--- config.mk ---
export PLATFORM = sky130hd
export DESIGN_NAME = file_name_safety_check_core
export DESIGN_NICKNAME = d
export VERILOG_FILES = /design/src/hw/rtl/fnsc_pkg.sv /design/src/hw/rtl/fnsc_tracker.sv /design/src/hw/rtl/file_name_safety_check_core.sv
export SDC_FILE = /design/constraint.sdc
export NUM_CORES = 1
export LEC_CHECK = 0
export BUFFER_PORTS_ARGS = -buffer_cell sky130_fd_sc_hd__buf_2
export CAP_MARGIN = 30
export CORE_MARGIN = 2
export CORE_UTILIZATION = 45
export DETAILED_ROUTE_END_ITERATION = 12
export SLEW_MARGIN = 20
export SYNTH_ARGS = -nofsm -noshare
export SYNTH_HDL_FRONTEND = slang
export SYNTH_HIERARCHICAL = 1
export SYNTH_SLANG_ARGS = --single-unit
--- constraint.sdc ---
create_clock -name clk -period 2 [get_ports clk]
set_input_delay 0.1 -clock clk [delete_from_list [all_inputs] [get_ports clk]]
set_output_delay 0.1 -clock clk [all_outputs]
set_load 0.02 [all_outputs]
--- src/hw/rtl/fnsc_pkg.sv ---
package fnsc_pkg;

  // Widths of the stream fields and the tracking counters.
  localparam int unsigned UnitW  = 16;
  localparam int unsigned CountW = 3;

  // Saturation points of the counters.
  localparam logic [CountW-1:0] UnitSat = CountW'(4);
  localparam logic [CountW-1:0] BaseSat = CountW'(5);

  // Character codes used by the rules.
  localparam logic [UnitW-1:0] CharCtrlEnd  = 16'h0020;
  localparam logic [UnitW-1:0] CharSpace    = 16'h0020;
  localparam logic [UnitW-1:0] CharDot      = 16'h002E;
  localparam logic [UnitW-1:0] CharSlash    = 16'h002F;
  localparam logic [UnitW-1:0] CharBslash   = 16'h005C;
  localparam logic [UnitW-1:0] CharColon    = 16'h003A;
  localparam logic [UnitW-1:0] CharStar     = 16'h002A;
  localparam logic [UnitW-1:0] CharQuest    = 16'h003F;
  localparam logic [UnitW-1:0] CharQuote    = 16'h0022;
  localparam logic [UnitW-1:0] CharLess     = 16'h003C;
  localparam logic [UnitW-1:0] CharGreater  = 16'h003E;
  localparam logic [UnitW-1:0] CharPipe     = 16'h007C;
  localparam logic [UnitW-1:0] CharDigit1   = 16'h0031;
  localparam logic [UnitW-1:0] CharDigit9   = 16'h0039;
  localparam logic [UnitW-1:0] CharUpperA   = 16'h0041;
  localparam logic [UnitW-1:0] CharUpperZ   = 16'h005A;
  localparam logic [UnitW-1:0] CaseOffset   = 16'h0020;

  // One item of the input stream.
  typedef struct packed {
    logic [UnitW-1:0] code_unit;
    logic             end_of_name;
  } fnsc_item_t;

  // ASCII letters are lowercased; every other unit passes unchanged.
  function automatic logic [UnitW-1:0] lower_ascii(input logic [UnitW-1:0] u);
    if (u >= CharUpperA && u <= CharUpperZ) begin
      return u + CaseOffset;
    end
    return u;
  endfunction

  // Control units and the characters that a file name may not hold.
  function automatic logic is_forbidden(input logic [UnitW-1:0] u);
    return (u < CharCtrlEnd) || (u == CharSlash) || (u == CharBslash) ||
           (u == CharColon) || (u == CharStar) || (u == CharQuest) ||
           (u == CharQuote) || (u == CharLess) || (u == CharGreater) ||
           (u == CharPipe);
  endfunction

  // Three lowercased units against a three-letter ASCII word.
  function automatic logic trio_is(input logic [UnitW-1:0] a,
                                   input logic [UnitW-1:0] b,
                                   input logic [UnitW-1:0] c,
                                   input logic [23:0]      word);
    return (a == {8'h00, word[23:16]}) && (b == {8'h00, word[15:8]}) &&
           (c == {8'h00, word[7:0]});
  endfunction

endpackage

--- src/hw/rtl/fnsc_tracker.sv ---
module fnsc_tracker (
  input  logic                clk,
  input  logic                rst_n,
  input  logic                step,
  input  fnsc_pkg::fnsc_item_t item,
  output logic                safe
);
  import fnsc_pkg::*;

  logic [CountW-1:0] unit_count_r, unit_count_nxt;
  logic [CountW-1:0] base_count_r, base_count_nxt;
  logic              dot_seen_r, dot_seen_nxt;
  logic              bad_seen_r, bad_seen_nxt;
  logic [UnitW-1:0]  first_unit_r, first_unit_nxt;
  logic [UnitW-1:0]  second_low_r, second_low_nxt;
  logic [UnitW-1:0]  third_low_r, third_low_nxt;
  logic [UnitW-1:0]  fourth_unit_r, fourth_unit_nxt;
  logic [UnitW-1:0]  last_unit_r, last_unit_nxt;

  logic [UnitW-1:0]  first_low;
  logic              short_device;
  logic              port_device;
  logic              digit_ok;
  logic              dot_now;

  // Verdict on the name gathered so far.
  always_comb begin
    first_low    = lower_ascii(first_unit_r);
    short_device = (base_count_r == CountW'(3)) &&
                   (trio_is(first_low, second_low_r, third_low_r, "con") ||
                    trio_is(first_low, second_low_r, third_low_r, "prn") ||
                    trio_is(first_low, second_low_r, third_low_r, "aux") ||
                    trio_is(first_low, second_low_r, third_low_r, "nul"));
    digit_ok     = (fourth_unit_r >= CharDigit1) && (fourth_unit_r <= CharDigit9);
    port_device  = (base_count_r == CountW'(4)) && digit_ok &&
                   (trio_is(first_low, second_low_r, third_low_r, "com") ||
                    trio_is(first_low, second_low_r, third_low_r, "lpt"));
    safe = (unit_count_r != '0) && !bad_seen_r &&
           (first_unit_r != CharSpace) && (last_unit_r != CharSpace) &&
           (last_unit_r != CharDot) && !short_device && !port_device;
  end

  // State update for one transfer: a terminator clears, a unit is recorded.
  always_comb begin
    unit_count_nxt  = unit_count_r;
    base_count_nxt  = base_count_r;
    dot_seen_nxt    = dot_seen_r;
    bad_seen_nxt    = bad_seen_r;
    first_unit_nxt  = first_unit_r;
    second_low_nxt  = second_low_r;
    third_low_nxt   = third_low_r;
    fourth_unit_nxt = fourth_unit_r;
    last_unit_nxt   = last_unit_r;
    dot_now         = (item.code_unit == CharDot);
    if (step) begin
      if (item.end_of_name) begin
        unit_count_nxt  = '0;
        base_count_nxt  = '0;
        dot_seen_nxt    = 1'b0;
        bad_seen_nxt    = 1'b0;
        first_unit_nxt  = '0;
        second_low_nxt  = '0;
        third_low_nxt   = '0;
        fourth_unit_nxt = '0;
        last_unit_nxt   = '0;
      end else begin
        if (is_forbidden(item.code_unit)) begin
          bad_seen_nxt = 1'b1;
        end
        case (unit_count_r)
          CountW'(0): first_unit_nxt  = item.code_unit;
          CountW'(1): second_low_nxt  = lower_ascii(item.code_unit);
          CountW'(2): third_low_nxt   = lower_ascii(item.code_unit);
          CountW'(3): fourth_unit_nxt = item.code_unit;
          default: ;
        endcase
        if (unit_count_r < UnitSat) begin
          unit_count_nxt = unit_count_r + CountW'(1);
        end
        // The dot itself does not count toward the base.
        dot_seen_nxt = dot_seen_r | dot_now;
        if (!dot_seen_nxt && base_count_r < BaseSat) begin
          base_count_nxt = base_count_r + CountW'(1);
        end
        last_unit_nxt = item.code_unit;
      end
    end
  end

  // Name state registers.
  always_ff @(posedge clk) begin
    if (!rst_n) begin
      unit_count_r  <= '0;
      base_count_r  <= '0;
      dot_seen_r    <= 1'b0;
      bad_seen_r    <= 1'b0;
      first_unit_r  <= '0;
      second_low_r  <= '0;
      third_low_r   <= '0;
      fourth_unit_r <= '0;
      last_unit_r   <= '0;
    end else begin
      unit_count_r  <= unit_count_nxt;
      base_count_r  <= base_count_nxt;
      dot_seen_r    <= dot_seen_nxt;
      bad_seen_r    <= bad_seen_nxt;
      first_unit_r  <= first_unit_nxt;
      second_low_r  <= second_low_nxt;
      third_low_r   <= third_low_nxt;
      fourth_unit_r <= fourth_unit_nxt;
      last_unit_r   <= last_unit_nxt;
    end
  end

endmodule

--- src/hw/rtl/file_name_safety_check_core.sv ---
// Channel  | Ports                                        | Moves
// input    | in_valid, in_ready, in_code_unit, in_end_of_name | one code unit or a terminator
// result   | out_valid, out_ready, out_name_is_safe       | one verdict per terminator
//
// One item is taken per cycle. An item waits in the input register and updates the
// name state as it leaves it; a terminator also loads its verdict into the result
// register as it leaves. The input register stalls only while it holds a terminator
// and the result register is full and not being read.
// Reset is synchronous and active low; it empties both registers and clears the name state.
module file_name_safety_check_core (
  input  logic                       clk,
  input  logic                       rst_n,
  input  logic                       in_valid,
  output logic                       in_ready,
  input  logic [fnsc_pkg::UnitW-1:0] in_code_unit,
  input  logic                       in_end_of_name,
  output logic                       out_valid,
  input  logic                       out_ready,
  output logic                       out_name_is_safe
);
  import fnsc_pkg::*;

  logic       in_valid_r, in_valid_nxt;
  fnsc_item_t item_r, item_nxt;
  logic       out_valid_r, out_valid_nxt;
  logic       safe_r, safe_nxt;
  logic       advance;
  logic       safe_now;

  // The held item moves on unless it is a terminator facing a full result register.
  always_comb begin
    advance  = in_valid_r && (!item_r.end_of_name || !out_valid_r || out_ready);
    in_ready = !in_valid_r || advance;
  end

  fnsc_tracker u_tracker (
    .clk   (clk),
    .rst_n (rst_n),
    .step  (advance),
    .item  (item_r),
    .safe  (safe_now)
  );

  // Next values of the input and result registers.
  always_comb begin
    in_valid_nxt = in_valid_r;
    item_nxt     = item_r;
    if (in_ready) begin
      in_valid_nxt = in_valid;
      item_nxt     = '{code_unit: in_code_unit, end_of_name: in_end_of_name};
    end
    out_valid_nxt = out_valid_r && !out_ready;
    safe_nxt      = safe_r;
    if (advance && item_r.end_of_name) begin
      out_valid_nxt = 1'b1;
      safe_nxt      = safe_now;
    end
  end

  // Control registers.
  always_ff @(posedge clk) begin
    if (!rst_n) begin
      in_valid_r  <= 1'b0;
      out_valid_r <= 1'b0;
    end else begin
      in_valid_r  <= in_valid_nxt;
      out_valid_r <= out_valid_nxt;
    end
  end

  // Payload registers.
  always_ff @(posedge clk) begin
    item_r <= item_nxt;
    safe_r <= safe_nxt;
  end

  assign out_valid        = out_valid_r;
  assign out_name_is_safe = safe_r;

endmodule

==> results of run 1 <==
-- where the power goes --
group | leakage [µW] | total [µW] | switching [µW] | internal (µW)
clock | 0.0000848 | 1270 | 800 | 467
combinational | 0.00105 | 418 | 223 | 194
sequential | 0.000918 | 2310 | 46.7 | 2260
-- registers in the layout (all words and copies together), names as in the netlist, 3 cells and up --
register	cells
u_tracker/unit_count_r	3
u_tracker/third_low_r	16
u_tracker/second_low_r	16
u_tracker/last_unit_r	16
item_r	17
u_tracker/base_count_r	3
u_tracker/first_unit_r	16
u_tracker/fourth_unit_r	16
-- synthesized netlist by cell type (all sizes together), types with 2 or more instances --
master | count | share of area
o31ai | 3 | 0.0047
ha | 11 | 0.029
nor3 | 5 | 0.0052
o22ai | 9 | 0.012
clkbuf | 29 | 0.023
and3b | 3 | 0.0054
and4b | 2 | 0.0044
and2 | 13 | 0.017
nor4 | 15 | 0.023
nand2b | 5 | 0.0065
o21ai | 11 | 0.012
buf | 5 | 0.0062
nand2 | 55 | 0.043
or4 | 5 | 0.0086
a32oi | 6 | 0.011
nand4 | 4 | 0.0052
nor2 | 15 | 0.012
nand3 | 14 | 0.015
o21a | 3 | 0.0047
a21oi | 9 | 0.0093
a31oi | 2 | 0.0026
nor2b | 71 | 0.092
dfxtp | 90 | 0.37
a21boi | 14 | 0.022
xnor2 | 2 | 0.0036
inv | 20 | 0.016
a22oi | 44 | 0.068
edfxtp | 18 | 0.11
nand4b | 4 | 0.0073
nor4b | 3 | 0.0054
mux2i | 9 | 0.019
-- timing repair --
action | CTS | global route
hold endpoints to repair | 19 | 0
setup buffers | 0 | 1
endpoints found under the setup margin | 2 | 64
pin swaps | 1 | 1
gates resized for setup | 0 | 10
hold buffers | 19 | 0
-- final cells by class --
cell class              count  area [µm²]  share of cell area
flip-flops and latches    108        2340               0.410
clock buffers              10         128              0.0223
multi-input cells         350        2300               0.403
well taps                 136         170              0.0298
repair buffers             84         644               0.113
inverters                  20        75.1              0.0131
clock inverters             6        48.8             0.00854
-- worst max-delay path by stage --
stage                                    start                                      end  slack, ns
final                     item_r[14]$_DFFE_PP_   u_tracker/second_low_r[7]$_SDFFE_PN0P_       0.04
after global placement    item_r[14]$_DFFE_PP_    u_tracker/third_low_r[7]$_SDFFE_PN0P_       0.05
after floorplan           out_valid$_SDFF_PN0_  u_tracker/second_low_r[13]$_SDFFE_PN0P_      0.007
after CTS                 out_valid$_SDFF_PN0_    u_tracker/third_low_r[1]$_SDFFE_PN0P_       0.01
after global routing      item_r[14]$_DFFE_PP_   u_tracker/second_low_r[7]$_SDFFE_PN0P_      -0.07
after detailed placement  item_r[14]$_DFFE_PP_   u_tracker/second_low_r[7]$_SDFFE_PN0P_     -0.007
-- cell families (layout without fill, tap and decap cells) --
| logic type | Yosys count | after routing | synth area share |
|---|---|---|---|
| simple gates | 219 | 219 | 0.257 |
| mux | 10 | 10 | 0.0210 |
| xor+xnor | 2 | 2 | 0.00363 |
| fa+ha+maj | 11 | 11 | 0.0285 |
| flops | 108 | 108 | 0.485 |
| compound gates | 108 | 108 | 0.161 |
| buf+inv | 54 | 120 | 0.0443 |
-- critical path, cell delays in order (launching register included) --
cell      delay [ns]
edfxtp_1        0.40
or4_4           0.56
nor4_4          0.23
o221a_4         0.27
a21o_1          0.14
nand2_2         0.06
o31ai_2         0.22
-- per-stage QoR --
stage / utilization / hold WS (ns) / setup WS (ns) / std cells / power [µW]
2_1_floorplan: - / 0.199 / 0.00677 / 512 / 2570
3_3_place_gp: 0.511 / 0.277 / 0.0526 / 678 / 2730
3_5_place_dp: 0.511 / 0.278 / -0.00670 / 678 / 2740
4_1_cts: 0.546 / 0.231 / 0.0131 / 713 / 4010
5_1_grt: 0.551 / 0.301 / -0.0721 / 714 / 4150
6_report: 0.551 / 0.250 / 0.0364 / 714 / 3990
-- cells in the final DEF, fill, tap and decap left out, types with 5 or more instances in the layout --
| cell | instances |
|---|---|
| edfxtp_1 | 18 |
| inv_1 | 20 |
| o22ai_1 | 9 |
| clkbuf_8 | 9 |
| nand2_1 | 54 |
| a22oi_1 | 44 |
| nor4_1 | 13 |
| dlygate4sd3_1 | 19 |
| o21ai_0 | 8 |
| and2_1 | 12 |
| buf_4 | 38 |
| nand2b_1 | 5 |
| nor3_1 | 5 |
| nand3_1 | 14 |
| nor2_1 | 15 |
| dfxtp_1 | 89 |
| a21boi_0 | 13 |
| buf_2 | 23 |
| nor2b_1 | 69 |
| a32oi_1 | 6 |
| a21oi_1 | 9 |
| ha_1 | 11 |
| mux2i_1 | 9 |
-- layer usage --
metal	share of wire	wire [µm]	vias to the layer above
met1	0.46	5440	1852
met2	0.48	5650	110
met5	0	0	-
met3	0.044	521	17
li1	-	-	1940
met4	0.015	176	0
==> reports/qor.yml, run 1 <==
outcome:
  status: "complete, no violations"
power:
  p_leak_uw: 0.00206
  p_per_area_nw_per_um2: 699
  irDropWorstVdd_uv: 518
setup_path:
  r2r_start: "item_r[14]$_DFFE_PP_"
  ff2ff_setup_slack_ns: 0.04
  path_max_fanout: 3
  rr_worst_depth: 6
  r2r-end: "u_tracker/second_low_r[7]$_SDFFE_PN0P_"
  startpoint_type: "flip-flop"
  end_kind: "flip-flop"
  worstSetupPathType: "reg -> reg"
  worstPathRequired_ns: 2.32
  arrival_ns: 2.28
detailed_routing:
  drcViolationCount: 0
  wl_per_cell_um: 16.5
  antenna_left: 0
  first_pass_iters: 5
  drt_iter0_drc: 228
  wl_um: 11800
  avgViaCountPerCell: 5.49
  vias: 3919
global_routing:
  first_global_vias: 3842
  gr-max-usage-layer: "met2"
  met2_usage: 0.358
  gr-total-overflow: 0
  grt_start_max_net_pins: 39
  grt_pass1_wl_um: 19400
  antenna_found_initial: 0
  grtUsageMet3: 0.0557
  use_met1: 0.284
  grtUsageTotal: 0.218
clock_tree:
  cts_tree: "yes"
  numCtsBuffers: 9
  clk_latency_ns: 0.39
  clockBufferDepth: 2
  cts_sinks: 108
  cts_root_buf: "clkbuf_8"
  clk_pin_slew_ns: 0.11
  h-tree-depth: 3
die:
  die_y_um: 108
  rows: 37
  start_util: 0.466
  core-area_um2: 10400
  io_pins: 24
  fp.dieArea_um2: 11600
  die_w_um: 108
hold_path:
  worstHoldStart: "rst_n"
  hold_path_end: "u_tracker/second_low_r[5]$_SDFFE_PN0P_"
  hold_depth: 3
  hold_path_class: "in -> reg"
cells_and_area:
  fin_area_um2: 5710
  fillers: 972
  drive_above_1_share: 0.168
  synthToLayoutAreaGrowth_pct: 18.3
  antennaDiodeCount: 0
  nNetsFinal: 605
logic_synthesis:
  syn_inst: 512
  netlist_area_um2: 4830
  ys_warn_count: 6
  async_reset_ff_frac: 0
  synth-edff-count: 18
  ys_types: 51
  avgSynthCellArea_um2: 9.43
  ys_ff_latch: 108
  synth_nets: 544
  yosysSeqAreaShare: 0.485
  synth_ff_type: "dfxtp_1"
flow_run:
  drv_cap: 0
sta:
  fin_worst_skew_ns: 0.0133
  tns_ns: 0
  hold_violations: 0
  clock.fmax_ghz: 0.509
  setup_viol: 0
  post-route-period-util: 0.982
  fin_crit_ns: 1.96
  drv_slew: 0
  maxSlewHeadroom: 0.586
  rsz0062_at_grt: "true"
  worst_slew_pin_slew_ns: 0.622
placed_design:
  portBuffers: 23
  place_area_um2: 5300
  hpwlAfterDp_um: 8270
  place_congestion: 0.926
Note: power is estimated with default switching activity, not from simulation.
==> run 2, diff against run 1 <==
Settings changed: ABC_AREA from default to 1, CTS_BUF_LIST from default to sky130_fd_sc_hd__clkbuf_8.
==> reports/qor.yml, run 2 <==
logic_synthesis:
  yosysSeqAreaShare: 0.468  # -0.0170
  synthTopCellsByCount: "nand2_1 (166), dfxtp_1 (90), nor2_1 (81)"
  synth_ff_type: "dfxtp_1"
  async_reset_ff_frac: 0  # unchanged
  netlist_area_um2: 5000  # +3.6%
  ys_warn_count: 6  # unchanged
  synth_nets: 692  # +27%
  ys_ff_latch: 108  # unchanged
  yosysTopAreaCell: "dfxtp_1"
  synthTopCellsByArea: "dfxtp_1 (36%), nand2_1 (12%), edfxtp_1 (11%)"
  synth_top_area_share: 0.360  # -0.0131
  synth_most_common_cell: "nand2_1"
  synth-edff-count: 18  # unchanged
  syn_inst: 660  # +29%
  avgSynthCellArea_um2: 7.58  # -20%
  ys_types: 41  # -20%
power:
  p_leak_uw: 0.00228  # +11%
  p_clk_frac: 0.301  # -0.016
  irDropWorstVdd_uv: 440  # -15%
  finalPower_uw: 4070  # +1.8%
  p_per_area_nw_per_um2: 718  # +2.8%
  p_sw_frac: 0.279  # +0.0113
  p_switching_uw: 1140  # +6.1%
  power_frac_seq: 0.579  # about the same
  p_int_uw: 2930  # +0.24%
  p_comb_frac: 0.120  # +0.015
placed_design:
  dp_slack_ns: 0.216  # +0.222 ns
  portBuffers: 23  # unchanged
  place_area_um2: 5300  # about the same
  place_congestion: 0.833  # -10%
  hpwlAfterDp_um: 9010  # +8.9%
detailed_routing:
  first_pass_iters: 5  # unchanged
  antenna_left: 0  # unchanged
  avgViaCountPerCell: 5.11  # -7.0%
  drcViolationCount: 0  # unchanged
  wl_per_cell_um: 14.7  # -11%
  vias: 4360  # +11%
  wl_um: 12600  # +6.8%
  drt_iter0_drc: 258  # +13%
cells_and_area:
  multiInputGateArea_um2: 2250  # -2.1%
  antennaDiodeCount: 0  # unchanged
  fillers: 1059  # +9.0%
  drive_above_1_share: 0.132  # -0.0362
  final_cell_mix: "nand2_1 (166), dfxtp_1 (90), nor2_1 (81)"
  seqCellArea_um2: 2340  # about the same
  finish.utilization: 0.522  # -0.0288
  top_register: "item_r"
  final_common_cell: "nand2_1"
  fin_area_um2: 5660  # -0.92%
  synthToLayoutAreaGrowth_pct: 13.1
  nNetsFinal: 741  # +22%
  largest_reg_flops: 17  # unchanged
die:
  io_pins: 24  # unchanged
  start_util: 0.462  # -0.00405
  core-area_um2: 10800  # +4.5%
  rows: 38  # +2.7%
  fp.dieArea_um2: 12000  # +3.5%
  die_y_um: 109  # +1.7%
  die_w_um: 109  # +1.7%
setup_path:
  end_kind: "flip-flop"
  worstPathRequired_ns: 2.15  # -0.17 ns
  r2r_start: "u_tracker/third_low_r[3]$_SDFFE_PN0P_"
  startpoint_type: "flip-flop"
  arrival_ns: 1.95  # -0.33 ns
  path_max_fanout: 4  # +1
  worstSetupPathType: "reg -> reg"
  crit_end: "out_name_is_safe$_DFFE_PP_"
  r2r-end: "out_name_is_safe$_DFFE_PP_"
  startpoint: "u_tracker/third_low_r[3]$_SDFFE_PN0P_"
  ff2ff_setup_slack_ns: 0.20  # +0.16 ns
  rr_worst_depth: 11  # +5
clock_tree:
  cts_sinks: 108  # unchanged
  clockBufferDepth: 2  # unchanged
  clk_pin_slew_ns: 0.11  # about the same
  numCtsBuffers: 9  # unchanged
  cts_setup_buffers: 0  # unchanged
  clk_latency_ns: 0.38  # about the same
  h-tree-depth: 3  # unchanged
  cts_root_buf: "clkbuf_8"
  cts_tree: "yes"
global_routing:
  grt_pass1_wl_um: 20200  # +4.1%
  gr-total-overflow: 0  # unchanged
  first_global_vias: 4104  # +6.8%
  grtUsageTotal: 0.224  # +0.00624
  antenna_found_initial: 0  # unchanged
  grt_start_max_net_pins: 40  # +2.6%
sta:
  fin_crit_ns: 1.80  # -0.163 ns
  hold_violations: 0  # unchanged
  finalWorstSetupSlack_ns: 0.200  # +0.163 ns
  tns_ns: 0  # unchanged
  post-route-period-util: 0.900  # -0.0816
  rsz0062_at_grt: "false"
  setup_viol: 0  # unchanged
  fin_worst_skew_ns: 0.0128  # -0.000494 ns
  worst_slew_pin_slew_ns: 0.503  # -0.119 ns
  maxSlewHeadroom: 0.664  # +0.0780
  drv_slew: 0  # unchanged
  clock.fmax_ghz: 0.555  # +9.1%
outcome:
  status: "complete, no violations"
hold_path:
  hold_path_class: "in -> reg"
flow_run:
  drv_cap: 0  # unchanged
==> run 2: cell types whose count changed after synthesis, moves of 11 or more <==
cell,change
a21boi_0,-14
nand2_1,+111
nor2_1,+66
clkbuf_1,-22
a21oi_1,+69
nor4_1,-11
and2_1,-13
a22oi_1,-44
nand3_1,+11
o21ai_0,+21
inv_1,+39
nor2b_1,-71
==> run 2: logic make-up (layout without fill, tap and decap cells) <==
logic type,Yosys count,after routing,share of synthesized area
buffers and inverters,94,148,0.0843
adder cells (fa/ha/maj),11,11,0.0275
AO/OA/AOI/OAI,124,124,0.136
XOR/XNOR,1,1,0.00175
flip-flops,108,108,0.468
AND/OR/NAND/NOR,322,322,0.283
==> run 2: timing repair <==
action	4_1_cts	5_1_grt
hold buffers	18	0
gates resized for setup	1	0
hold endpoints to repair	18	0
setup endpoints to repair	1	0
==> run 2: critical path, cell delays in order (launching register included) <==
cell and delay (ns):
dfxtp_1 0.44, nand2_1 0.08, nor2_1 0.20, nand3_1 0.13
nor2_1 0.12, nand3_1 0.08, nand2_1 0.10, nand2_1 0.07
nand2_1 0.07, nand3_1 0.14, nand2_1 0.09, inv_1 0.04
==> run 2: final cells by class <==
cell class              instances  share of cell area
inverters                      71              0.0471
clock inverters                 7             0.00906
well taps                     140              0.0310
multi-input cells             458               0.398
flip-flops and latches        108               0.414
repair buffers                 61              0.0787
clock buffers                   9              0.0219
==> run 2: per-layer routing <==
metal / track usage / vias up / wire length (µm)
li1: - / 2244 / -
met1: 0.283 / 2007 / 5780
met2: 0.377 / 91 / 6050
met3: 0.0456 / 18 / 507
met4: 0.0850 / 0 / 251
met5: 0 / - / 0
==> run 2: power groups by stage <==
stage	logic [µW]	registers, µW	clock network [µW]
after CTS	485	2350	1280
after floorplan	320	2390	0
after detailed placement	457	2400	0
after global routing	544	2370	1360
after global placement	449	2400	0
final	487	2350	1220
==> run 2: per-stage QoR <==
| step | hold WS, ns | std cells |
|---|---|---|
| after CTS | 0.117 | 854 |
| after floorplan | 0.198 | 660 |
| after global placement | 0.277 | 820 |
| after detailed placement | 0.278 | 820 |
| after global routing | 0.130 | 854 |
| final | 0.142 | 854 |
==> run 2: how the worst min path moves through the flow <==
stage                     slack (ns)        startpoint  cells after the start                                     end
after CTS                       0.12             rst_n                      5  u_tracker/unit_count_r[0]$_SDFFE_PN0P_
after global routing            0.13             rst_n                      5  u_tracker/unit_count_r[0]$_SDFFE_PN0P_
final                           0.14         out_ready                      6                    out_valid$_SDFF_PN0_
after floorplan                 0.20             rst_n                      2                    out_valid$_SDFF_PN0_
after detailed placement        0.28   in_code_unit[8]                      1                     item_r[9]$_DFFE_PP_
after global placement          0.28  in_code_unit[14]                      1                    item_r[15]$_DFFE_PP_
==> run 3, diff against run 2 <==
Settings changed: BUFFER_PORTS_ARGS -buffer_cell sky130_fd_sc_hd__buf_2 to -buffer_cell sky130_fd_sc_hd__buf_4, SKIP_CTS_REPAIR_TIMING from default to 1.
==> reports/qor.yml, run 3 (synthesis gave the netlist of run 2 again) <==
outcome:
  status: "complete, no violations"
setup_path:
  arrival_ns: 1.70  # -0.25 ns
  worst-path-buf-inv: 2  # +1
  slowest_stage: "edfxtp_1"
  startpoint_type: "flip-flop"
  crit_family: "buffers and inverters"
  cp_common_cell: "buf_4"
  crit_cells: 3  # -8
  path_cells: "buf_4, nand4_4, buf_4"
  worstPathRequired_ns: 1.90  # -0.25 ns
  slowest_delay_ns: 0.41  # -0.03 ns
  path_max_fanout: 20  # +16
  rr_worst_depth: 9  # -2
  end_kind: "primary output"
  worstSetupPathType: "reg -> out"
sta:
  maxSlewHeadroom: 0.641  # -0.0229
  rsz0062_at_grt: "false"
  fin_worst_skew_ns: 0.0138  # +0.000983 ns
  post-route-period-util: 0.900  # about the same
  tns_ns: 0  # unchanged
  hold_violations: 0  # unchanged
  setup_viol: 0  # unchanged
  finalWorstSetupSlack_ns: 0.200  # +0.000939 ns
  worst_slew_pin_slew_ns: 0.537  # +0.0342 ns
  drv_slew: 0  # unchanged
  clock.fmax_ghz: 0.556  # about the same
  fin_crit_ns: 1.80  # -0.000939 ns
hold_path:
  hold_depth: 3  # -3
  hold_path_class: "in -> reg"
global_routing:
  grtUsageMet3: 0.0433  # -0.00237
  gr-max-usage-layer: "met2"
  first_global_vias: 3974  # -3.2%
  use_met1: 0.290  # +0.00691
  grt_pass1_wl_um: 19800  # -2.2%
  grt_start_max_net_pins: 35  # -13%
  met2_usage: 0.356  # -0.0212
  grtUsageTotal: 0.218  # -0.00589
  gr-total-overflow: 0  # unchanged
  antenna_found_initial: 0  # unchanged
die:
  die_y_um: 109  # unchanged
  start_util: 0.462  # unchanged
  core-area_um2: 10800  # unchanged
  fp.dieArea_um2: 12000  # unchanged
  io_pins: 24  # unchanged
  rows: 38  # unchanged
  die_w_um: 109  # unchanged
clock_tree:
  h-tree-depth: 3  # unchanged
  clk_pin_slew_ns: 0.10  # about the same
  clockBufferDepth: 2  # unchanged
  cts_sinks: 108  # unchanged
  clk_latency_ns: 0.38  # about the same
  cts_root_buf: "clkbuf_8"
  cts_tree: "yes"
  numCtsBuffers: 9  # unchanged
placed_design:
  hpwlAfterDp_um: 8890  # -1.4%
  portBuffers: 23  # unchanged
  place_area_um2: 5320  # +0.52%
  place_congestion: 0.830  # -0.35%
  place_inst: 816  # -0.49%
  dp_slack_ns: 0.201  # -0.0152 ns
power:
  p_per_area_nw_per_um2: 738  # +2.8%
  p_leak_uw: 0.00230  # +0.50%
  irDropWorstVdd_uv: 460  # +4.5%
cells_and_area:
  drive_above_1_share: 0.128  # -0.00348
  fin_area_um2: 5720  # +1.0%
  fin_cells: 850  # -0.47%
  top_register: "item_r"
  nNetsFinal: 737  # -0.54%
  synthToLayoutAreaGrowth_pct: 14.3
  fillers: 1070  # +1.0%
  final_common_cell: "nand2_1"
  antennaDiodeCount: 0  # unchanged
  final_cell_mix: "nand2_1 (166), dfxtp_1 (90), nor2_1 (81)"
  seqCellArea_um2: 2340  # unchanged
  largest_reg_flops: 17  # unchanged
  multiInputGateArea_um2: 2260  # +0.39%
detailed_routing:
  vias: 4307  # -1.2%
  wl_per_cell_um: 14.8  # +0.13%
  first_pass_iters: 5  # unchanged
  drt_iter0_drc: 294  # +14%
  wl_um: 12500  # -0.34%
  antenna_left: 0  # unchanged
  avgViaCountPerCell: 5.07  # -0.75%
  drcViolationCount: 0  # unchanged
flow_run:
  drv_cap: 0  # unchanged
[run 3: worst register-to-register path: stages (launching register included)]
cell	delay [ns]
dfxtp_1	0.41
inv_1	0.10
a31oi_4	0.24
inv_2	0.16
nor2_4	0.13
nand2_1	0.10
nand2_4	0.19
inv_2	0.14
nand2_1	0.10
a21oi_2	0.05
[run 3: metrics by stage]
stage	utilization	hold WS [ns]	power (µW)
3_5_place_dp	0.491	0.279	2860
4_1_cts	0.509	-0.118	4210
2_1_floorplan	-	0.198	2710
5_1_grt	0.527	0.0825	4400
6_report	0.527	0.0922	4220
3_3_place_gp	0.491	0.278	2850
[run 3: layer usage]
metal | vias to the layer above | share of wire
met5 | - | 0
met4 | 0 | 0.022
met3 | 23 | 0.049
met2 | 102 | 0.47
met1 | 1944 | 0.46
li1 | 2238 | -
[run 3: where the power goes]
part / internal, µW / switching [µW]
sequential: 2290 / 64.2
clock: 588 / 783
combinational: 182 / 312
[run 3: cell type report]
class,count,area share
clock buffer,9,0.0217
multi-input combinational,458,0.396
inverter,71,0.0466
sequential,108,0.410
timing repair buffer,57,0.0827
tap,140,0.0306
clock inverter,7,0.0127
[run 3: final timing paths]
path,from,end,slack [ns]
setup / recovery,item_r[0]$_DFFE_PP_,in_ready,0.20
setup reg to reg,in_valid_r$_SDFFE_PN0P_,u_tracker/third_low_r[7]$_SDFFE_PN0P_,0.25
hold / removal,rst_n,out_valid$_SDFF_PN0_,0.09
hold reg to reg,u_tracker/third_low_r[15]$_SDFFE_PN0P_,u_tracker/third_low_r[15]$_SDFFE_PN0P_,0.47
